--- config.mk ---
export PLATFORM = sky130hd
export DESIGN_NAME = dtaq_ram
export DESIGN_NICKNAME = d
export VERILOG_FILES = /design/src/hdl/dtaq_ram.sv
export SDC_FILE = /design/constraint.sdc
export NUM_CORES = 1
export LEC_CHECK = 0
export ABC_AREA = 1
export ABC_CLOCK_PERIOD_IN_PS = 3190
export BUFFER_PORTS_ARGS = -buffer_cell sky130_fd_sc_hd__clkbuf_2
export CAP_MARGIN = 20
export CORE_ASPECT_RATIO = 0.8
export CORE_MARGIN = 1
export CORE_UTILIZATION = 55
export CTS_CLUSTER_DIAMETER = 200
export DETAILED_ROUTE_END_ITERATION = 8
export PLACE_DENSITY_LB_ADDON = 0.2
export SYNTH_ARGS = -nofsm -noshare
export SYNTH_HDL_FRONTEND = slang
export SYNTH_SLANG_ARGS = --single-unit
--- constraint.sdc ---
create_clock -name clock -period 3.19 [get_ports clock]
set_input_delay 0.1595 -clock clock [delete_from_list [all_inputs] [get_ports clock]]
set_output_delay 0.1595 -clock clock [all_outputs]
set_load 0.02 [all_outputs]
--- src/hdl/dtaq_ram.sv ---
// ----------------------------------------------------------------------------
// dtaq_ram
// Simple dual-port synchronous RAM, one write and one registered read port.
// ----------------------------------------------------------------------------
`default_nettype none

module dtaq_ram #(
   parameter int WIDTH = 8,
   parameter int DEPTH = 16
) (
   input  logic                     clock,
   input  logic                     wr_en,
   input  logic [$clog2(DEPTH)-1:0] wr_addr,
   input  logic [WIDTH-1:0]         wr_data,
   input  logic                     rd_en,
   input  logic [$clog2(DEPTH)-1:0] rd_addr,
   output logic [WIDTH-1:0]         rd_data
);

   logic [WIDTH-1:0] mem [DEPTH];
   logic [WIDTH-1:0] rd_data_ff;

   always_ff @(posedge clock) begin
      if (wr_en) begin
         mem[wr_addr] <= wr_data;
      end
      if (rd_en) begin
         rd_data_ff <= mem[rd_addr];
      end
   end

   assign rd_data = rd_data_ff;

endmodule

`default_nettype wire

-- Word-level counts from Yosys, hierarchy flattened
Memory sizes are Yosys's and may differ from the RTL's. A register that Yosys moved wholly into a read port is not among the register bits.
Index checks and enable logic that the tools add are counted.
Widths: inputs -> output; s select.
- add/subtract/negate cells: 0
- multipliers: 0
- divide/modulo/power cells: 0
- $lt $le $gt $ge: 0
- equal/unequal tests: 0
- shifts and indexed selects: 0
- multiplexer cells: 2
- bitwise operators: 0
- reduce and logical (&&, ||, !) cells: 0
- operator list (kind ; number):
    $mux 1 ; 2
- flip-flop bits (word level): 0
- bits in latches: 0
- memory bits (writable): 128
- bits in read-only memories: 0
- output and inout bits: 8
- logic and storage cells: 3
- memories: 1
- memory list (memory ; depth ; width ; read ports ; clocked after Yosys merged registers in ; write ports ; RTL line ; source):
    mem ; 16 ; 8 ; 1 ; 1 ; 1 ; 20 ; logic [WIDTH-1:0] mem [DEPTH];

-- Logic depth before layout (Yosys ltp)
Gate-level depths: netlist (run 1).
- word-level depth: 2
- gate-level depth with buffers: 8

-- Least setup slack after synthesis (run 1)
Ideal clock, no wire load.
- path type: input -> register
- start: in wr_addr[2]
- end: mem mem[10][0], enable pin
- arrival time: 0.740 ns
- setup slack: 2.080 ns
- cell stages on the path: 2
- cell sequence: nand3b_1 -> nor2_1
- RTL lines (element ; RTL line ; source):
    from (decl) ; 13 ; input logic [$clog2(DEPTH)-1:0] wr_addr,
    to (decl) ; 20 ;
No word-level cell before the write port.

==> results of run 1 <==
## kinds of logic (layout without fill, tap and decap cells)
group,after synthesis,count (layout)
and+or+nand+nor,289,289
buffers and inverters,126,163
DFF,136,136
## sequential cells by signal (all words and copies together) (netlist names)
register	count
rd_data	8
mem	128
## worst max-delay path: cells and delay by family
family / cells / cell delay, ns
buffers and inverters: 2 / 1.01
AND/OR/NAND/NOR: 4 / 0.52
## layer usage
| layer | up-vias | wire length, um | part of all wire |
|---|---|---|---|
| met5 | - | 0 | 0 |
| met4 | 0 | 134 | 0.010 |
| met3 | 14 | 1180 | 0.091 |
| met2 | 175 | 5610 | 0.43 |
| met1 | 1861 | 6040 | 0.47 |
| li1 | 1834 | - | - |
## worst max path at each step
| stage | startpoint | end | slack [ns] | cells after the start |
|---|---|---|---|---|
| after floorplan | wr_addr[2] | mem[10][0] | 2.08 | 2 |
| after global placement | rd_addr[1] | rd_data[6] | 1.28 | 6 |
| after detailed placement | rd_addr[1] | rd_data[6] | 1.25 | 6 |
| after CTS | rd_addr[1] | rd_data[6] | 1.68 | 6 |
| after global routing | rd_addr[1] | rd_data[6] | 1.54 | 6 |
| final | rd_addr[1] | rd_data[6] | 1.64 | 6 |
## cell usage after synthesis, drive strengths merged
master	number	area share
nor2	17	0.011
inv	102	0.065
nand3	97	0.083
nand2	173	0.11
nand3b	2	0.0026
buf	24	0.028
edfxtp	136	0.70
## report_power, final
group,internal [uW],leakage [uW],switching [uW]
clock network,1530,0.000335,714
logic,63.1,0.00132,178
registers,2010,0.00124,12.0
## placed cells by master, fill, tap and decap left out
cell type | Yosys | routed
clkinv_4 | 0 | 2
nand3_1 | 97 | 97
nor2_1 | 17 | 17
nand3b_1 | 2 | 2
edfxtp_1 | 136 | 136
nand2_1 | 173 | 173
clkbuf_16 | 0 | 17
clkbuf_2 | 0 | 26
clkinv_1 | 0 | 2
buf_4 | 4 | 2
buf_12 | 0 | 1
bufinv_16 | 0 | 7
inv_2 | 2 | 2
inv_1 | 100 | 100
clkinv_2 | 0 | 4
## layout make-up
class | count | area share
clock inverters | 15 | 0.0381
clock buffers | 17 | 0.0635
flip-flops and latches | 136 | 0.609
inverters | 102 | 0.0571
repair buffers | 29 | 0.0246
well taps | 140 | 0.0261
multi-input cells | 289 | 0.181
## through the flow
step | utilization | setup WS (ns)
2_1_floorplan | - | 2.08
3_3_place_gp | 0.586 | 1.28
3_5_place_dp | 0.586 | 1.25
4_1_cts | 0.652 | 1.68
5_1_grt | 0.652 | 1.54
6_report | 0.652 | 1.64
==> run_results.csv, run 1 <==
group,metric,value,unit
logic_synthesis,synth_nets,570,
placed_design,dp_cells,696,
worst_hold_path,hold_depth,1,
die,coreArea,0.0103,mm^2
setup_path,slowest_delay,0.55,ns
layout,fin_cells,728,
drt,final_antenna_net_count,0,
clocking,cts-htree-levels,4,
setup_path,path_common_cell,"nand3_1",
logic_synthesis,synth_top_family_by_area,"simple AND/OR/NAND/NOR gates",
layout,final-seq-area,0.00408,mm^2
logic_synthesis,synth-xor-area-share,0,
clocking,postCtsSetupRepairBufs,0,
logic_synthesis,synth-simple-area-share,0.208,
worst_hold_path,min_path_type,"input pin to flip-flop",
layout,multi_input_area,0.00121,mm^2
worst_hold_path,min_from,"rd_en",
sta,period_needed,1.55,ns
die,ios,27,
power_and_ir_drop,p_leak,0.00289,uW
die,start_util,0.569,
global_routing,grt_overflow_total,0,
clocking,cts_made_buffers,17,
logic_synthesis,yosys.cell_types.count,11,
setup_path,cpMaxStageDelayCell,"clkbuf_2",
setup_path,worstReg2RegEnd,"rd_data[1]",
die,chipWidth,117,um
placed_design,dpl.hpwl,8010,um
clocking,cts_tree,"yes",
clocking,holdBufCountCts,0,
layout,fillCellCount,755,
sta,setup_tns,0,ns
setup_path,end_kind,"flip-flop",
sta,final_hold_viol_count,0,
setup_path,crit_arrival,1.71,ns
sta,slew_headroom,0.319,
clocking,clock-sinks,136,
setup_path,cp_max_fo,33,
logic_synthesis,synth_area,0.00585,mm^2
logic_synthesis,synthMuxAreaShare,0,
layout,antenna_cells,0,
layout,final_area,0.00670,mm^2
clocking,clock_latency,0.42,ns
drt,detail_route.vias_per_cell,5.34,
sta,worst_pin_slew,1.02,ns
clocking,cts_resized,0,
setup_path,worstSetupPathType,"input pin to flip-flop",
clocking,cts_buffer_depth,2,
die,rows,33,
global_routing,met3_usage,0.0690,
setup_path,worst_r2r_startpoint,"mem[13][1]",
layout,drive_above_1_share,0.104,
drt,wl_per_cell,17.8,um
drt,drc,0,
logic_synthesis,synth_compound_area_frac,0,
drt,drt_iter0_drc,470,
placed_design,place_congestion,0.842,
logic_synthesis,yosysWarnings,0,
die,dieHeight,94.2,um
global_routing,top_usage_layer,"met1",
setup_path,setup.worst_path.start_class,"input pin",
sta,slew_viol_final,0,
drt,routed_wl,13000,um
sta,timing.final.crit_share,0.485,
placed_design,dpl_cell_area,0.00602,mm^2
global_routing,grt_pass1_vias,3478,
global_routing,grt_pass1_wl,19900,um
logic_synthesis,synth_seq_area_share,0.698,
logic_synthesis,ys_ff_latch,136,
clocking,ctsRootBufferMaster,"clkbuf_16",
power_and_ir_drop,irDropWorstVdd,0.631,mV
die,dieArea,0.0110,mm^2
sta,fin_skew,0.00762,ns
job,maxCapViolations,0,
setup_path,worstPathCellList,"clkbuf_2 -> inv_2 -> nand3_1 -> nand3_1 -> nand3_1 -> nand2_1",
worst_hold_path,min_to,"rd_data[2]",
logic_synthesis,synthAdderAreaFrac,0,
sta,rsz0062_at_grt,"no",
sta,holdWs,0.144,ns
global_routing,gr-usage-met1,0.404,
setup_path,rrSetupSlack,2.05,ns
logic_synthesis,avgSynthCellArea,10.6,um^2
global_routing,grt_antenna_before_repair,0,
status,status,"finished, final reports clean",
placed_design,io_buffers,26,
sta,finalSetupViolations,0,
clocking,clk_pin_slew,0.06,ns
layout,fin_nets,594,
drt,vias,3884,
setup_path,cp.required,3.36,ns
power_and_ir_drop,power_density,674,mW/mm^2
sta,fmax,647,MHz
global_routing,grt_util_all_layers,0.260,
drt,dr.pass1.iters,5,
setup_path,reg2reg_depth,6,
global_routing,grt_max_degree,65,
logic_synthesis,syn-instance-count,551,
power_and_ir_drop,power,4520,uW
layout,area_growth_syn_to_layout,14.6,%
global_routing,grt_use_met2,0.353,
(Power assumes the default switching activity.)
==> run 2, diff against run 1 <==
ABC_CLOCK_PERIOD_IN_PS = 1350   (was 3190)
clock period = 1.35 ns   (was 3.19 ns; I/O delays follow)
==> run_results.csv, run 2 (synthesis gave the netlist of run 1 again) <==
group,metric,value,unit
global_routing,grt_overflow_total,0,
sta,setup_ws,0.197,ns
worst_hold_path,min_from,"rd_en",
drt,dr.pass1.iters,5,
placed_design,place_congestion,0.858,
drt,drc,0,
die,start_util,0.569,
clocking,cts-htree-levels,4,
sta,holdWs,0.0761,ns
setup_path,worstSetupPathType,"flip-flop to flip-flop",
layout,final_area,0.00679,mm^2
layout,drive_above_1_share,0.128,
sta,slew_headroom,0.578,
placed_design,io_buffers,26,
layout,fillCellCount,803,
drt,routed_wl,12700,um
layout,final-seq-area,0.00408,mm^2
global_routing,grt_max_degree,65,
placed_design,place_ws,0.0599,ns
setup_path,cp_max_fo,1,
sta,fin_skew,0.00492,ns
worst_hold_path,min_path_type,"input pin to flip-flop",
setup_path,crit_start,"mem[14][6]",
sta,setup_tns,0,ns
layout,largest_reg_flops,128,
sta,rsz0062_at_grt,"no",
clocking,cts_resized,0,
layout,postLayoutCoreUtil,0.660,
power_and_ir_drop,irDropWorstVdd,0.937,mV
drt,wl_per_cell,16.9,um
status,status,"finished, final reports clean",
clocking,ctsRootBufferMaster,"clkbuf_16",
global_routing,grt_antenna_before_repair,0,
clocking,postCtsSetupRepairBufs,0,
layout,antenna_cells,0,
sta,fmax,867,MHz
sta,finalSetupViolations,0,
setup_path,worst_r2r_startpoint,"mem[14][6]",
die,dieHeight,94.2,um
layout,fin_nets,617,
die,rows,33,
setup_path,crit_arrival,1.31,ns
layout,most-common-layout-cells,"173 x nand2_1, 136 x edfxtp_1, 100 x inv_1, 97 x nand3_1, 26 x clkbuf_2",
clocking,clk_pin_slew,0.05,ns
power_and_ir_drop,power_density,1450,mW/mm^2
sta,period_needed,1.15,ns
die,chipWidth,117,um
sta,worst_pin_slew,0.632,ns
setup_path,rrSetupSlack,0.20,ns
setup_path,setup.worst_path.start_class,"flip-flop",
die,ios,27,
clocking,cts_made_buffers,17,
die,coreArea,0.0103,mm^2
die,dieArea,0.0110,mm^2
clocking,cts_buffer_depth,2,
layout,multi_input_area,0.00121,mm^2
drt,vias,3918,
clocking,clock-sinks,136,
sta,slew_viol_final,0,
placed_design,dpl.hpwl,7780,um
setup_path,end_kind,"flip-flop",
placed_design,dpl_cell_area,0.00622,mm^2
power_and_ir_drop,p_leak,0.00296,uW
setup_path,cp.required,1.51,ns
layout,layout_commonest_cell,"nand2_1",
clocking,holdBufCountCts,0,
clocking,clock_latency,0.41,ns
sta,final_hold_viol_count,0,
layout,largest-register,"mem",
job,maxCapViolations,0,
global_routing,grt_pass1_wl,20400,um
layout,area_growth_syn_to_layout,16.1,%
global_routing,grt_util_all_layers,0.263,
drt,detail_route.vias_per_cell,5.22,
drt,final_antenna_net_count,0,
clocking,cts_tree,"yes",
drt,drt_iter0_drc,379,
sta,timing.final.crit_share,0.854,
global_routing,grt_pass1_vias,3793,
run 2: worst paths after layout:
check | end | cells after the start
hold / removal | rd_data[2] | 1
hold reg to reg | rd_data[7] | 6
setup reg to reg | rd_data[6] | 6
setup / recovery | rd_data[6] | 6
run 2: cell type report:
cell class / instances / share of cell area
Multi-Input combinational cell: 289 / 0.179
Sequential cell: 136 / 0.602
Inverter: 102 / 0.0564
Timing Repair Buffer: 52 / 0.0535
Clock buffer: 19 / 0.0638
Clock inverter: 13 / 0.0199
Tap cell: 140 / 0.0258
run 2: critical path, cell delays in order, from the launching register on:
cell	delay, ns
edfxtp_1	0.36
inv_1	0.08
nand2_1	0.06
nand3_1	0.08
nand3_1	0.08
nand3_1	0.16
nand2_1	0.08
run 2: through the flow:
step           instances  power (uW)
2_1_floorplan        551        5230
3_3_place_gp         719        5450
3_5_place_dp         719        5460
4_1_cts              751        9880
5_1_grt              751       10100
6_report             751        9850
run 2: report_power, final:
part	switching, uW	internal [uW]	leakage, uW
registers	27.6	4760	0.00124
clock network	1620	2850	0.000276
logic	411	181	0.00145
run 2: metal layers:
layer	vias up	share of wire	wire [um]	GRT usage
li1	1877	-	-	-
met1	1861	0.45	5730	0.371
met2	157	0.46	5790	0.394
met3	23	0.071	901	0.0632
met4	0	0.021	262	0.104
met5	-	0	0	0
==> run 3, diff against run 2 <==
CORE_ASPECT_RATIO = unset   (was 0.8)
==> run_results.csv, run 3 (synthesis gave the netlist of run 1 again) <==
group,metric,value,unit
placed_design,place_congestion,0.840,
die,start_util,0.566,
setup_path,setup.worst_path.start_class,"flip-flop",
power_and_ir_drop,irDropWorstVdd,1.03,mV
setup_path,reg2reg_depth,6,
setup_path,worstReg2RegEnd,"rd_data[3]",
setup_path,rrSetupSlack,0.16,ns
power_and_ir_drop,combPwrFrac,0.066,
global_routing,grt_util_all_layers,0.268,
drt,drt_iter0_drc,330,
sta,final_hold_viol_count,0,
worst_hold_path,min_to,"rd_data[5]",
sta,rsz0062_at_grt,"no",
sta,slew_viol_final,0,
layout,postLayoutCoreUtil,0.658,
die,rows,37,
power_and_ir_drop,intPower,7350,uW
setup_path,critPathBufInv,1,
placed_design,io_buffers,26,
power_and_ir_drop,swShare,0.221,
setup_path,crit_arrival,1.17,ns
global_routing,grt_overflow_total,0,
sta,setup_tns,0,ns
layout,drive_above_1_share,0.125,
clocking,cts_made_buffers,17,
clocking,clock-sinks,136,
layout,antenna_cells,0,
power_and_ir_drop,p_leak,0.00295,uW
global_routing,grt_pass1_vias,3744,
drt,dr.pass1.iters,5,
sta,slew_headroom,0.592,
setup_path,worstPathCellList,"clkbuf_2",
setup_path,worstSetupPathType,"flip-flop to output port",
layout,largest_reg_flops,128,
drt,routed_wl,13300,um
clocking,cts-htree-levels,4,
drt,final_antenna_net_count,0,
drt,detail_route.vias_per_cell,5.26,
global_routing,grt_antenna_before_repair,0,
power_and_ir_drop,share_seq_of_total_power,0.508,
setup_path,cp_max_fo,1,
power_and_ir_drop,p_sw,2080,uW
die,coreArea,0.0103,mm^2
clocking,clock_latency,0.53,ns
layout,most-common-layout-cells,"173 x nand2_1, 136 x edfxtp_1, 100 x inv_1, 97 x nand3_1, 26 x clkbuf_2",
worst_hold_path,min_path_type,"input pin to flip-flop",
layout,layout_commonest_cell,"nand2_1",
setup_path,slowest_delay,0.44,ns
sta,finalSetupViolations,0,
setup_path,worst_r2r_startpoint,"mem[15][3]",
global_routing,grt_pass1_wl,21100,um
layout,largest-register,"mem",
status,status,"finished, final reports clean",
placed_design,dpl.hpwl,8090,um
job,maxCapViolations,0,
layout,area_growth_syn_to_layout,16.1,%
setup_path,crit_family,"flip-flops",
sta,period_needed,1.23,ns
clocking,clk_pin_slew,0.06,ns
clocking,cts_buffer_depth,2,
sta,setup_ws,0.116,ns
setup_path,end_kind,"output port",
sta,fin_skew,0.00657,ns
placed_design,place_ws,0.0504,ns
drt,wl_per_cell,17.7,um
sta,fmax,810,MHz
layout,fin_nets,622,
power_and_ir_drop,power_density,1390,mW/mm^2
die,ios,27,
power_and_ir_drop,p_clk_frac,0.426,
clocking,cts_resized,0,
worst_hold_path,hold_depth,3,
worst_hold_path,min_from,"rd_addr[3]",
global_routing,grt_max_degree,39,
drt,vias,3958,
setup_path,cpMaxStageDelayCell,"edfxtp_1",
drt,drc,0,
sta,worst_pin_slew,0.612,ns
clocking,ctsRootBufferMaster,"clkbuf_8",
sta,timing.final.crit_share,0.914,
setup_path,cp.required,1.28,ns
die,chipWidth,105,um
die,dieHeight,105,um
die,dieArea,0.0110,mm^2
clocking,cts_tree,"yes",
## run 3: per-stage QoR
step           hold slack (ns)  cell area [um^2]  total power, uW  std cells
2_1_floorplan            0.166              5850             5230        551
3_3_place_gp             0.500              6220             5470        714
3_5_place_dp             0.501              6220             5480        714
4_1_cts                 0.0133              6790             9470        752
5_1_grt                 0.0364              6790             9730        752
6_report                0.0433              6790             9430        752
## run 3: per-layer routing
metal | up-vias | share of wire | global-route usage
li1 | 1881 | - | -
met1 | 1864 | 0.42 | 0.376
met2 | 188 | 0.46 | 0.393
met3 | 25 | 0.088 | 0.0836
met4 | 0 | 0.024 | 0.103
met5 | - | 0 | 0
## run 3: worst max path at each step
| stage | depth (start not counted) | start | slack [ns] | endpoint |
|---|---|---|---|---|
| floorplan | 2 | wr_addr[2] | 0.33 | mem[10][0] |
| global placement | 6 | rd_addr[1] | 0.08 | rd_data[5] |
| detailed placement | 6 | rd_addr[1] | 0.05 | rd_data[5] |
| CTS | 1 | rd_data[2] | 0.09 | rd_data[2] |
| global route | 1 | rd_data[2] | 0.09 | rd_data[2] |
| finish | 1 | rd_data[2] | 0.12 | rd_data[2] |
## run 3: final cells by class
cell class              count  area [um^2]
flip-flops and latches    136         4080
fillers                   798         3530
multi-input cells         289         1210
clock buffers              21          429
repair buffers             57          428
inverters                 102          383
well taps                 136          170
clock inverters            11         82.6
## run 3: repair_timing
action,in CTS,in global routing
endpoints found under the hold margin,73,0
buffers inserted,0,0
endpoints found under the setup margin,0,0
hold buffers,6,0
## run 3: worst register-to-register path: cells and delay by family, from the launching register on
family / cells / cell delay, ns
buf+inv: 1 / 0.08
flops: 1 / 0.36
simple gates: 5 / 0.51
## run 3: power by group through the flow
stage | sequential [uW] | combinational, uW | clock [uW]
global route | 4800 | 687 | 4240
floorplan | 4890 | 333 | 0
finish | 4790 | 620 | 4020
global placement | 4880 | 593 | 0
CTS | 4790 | 619 | 4060
detailed placement | 4880 | 601 | 0
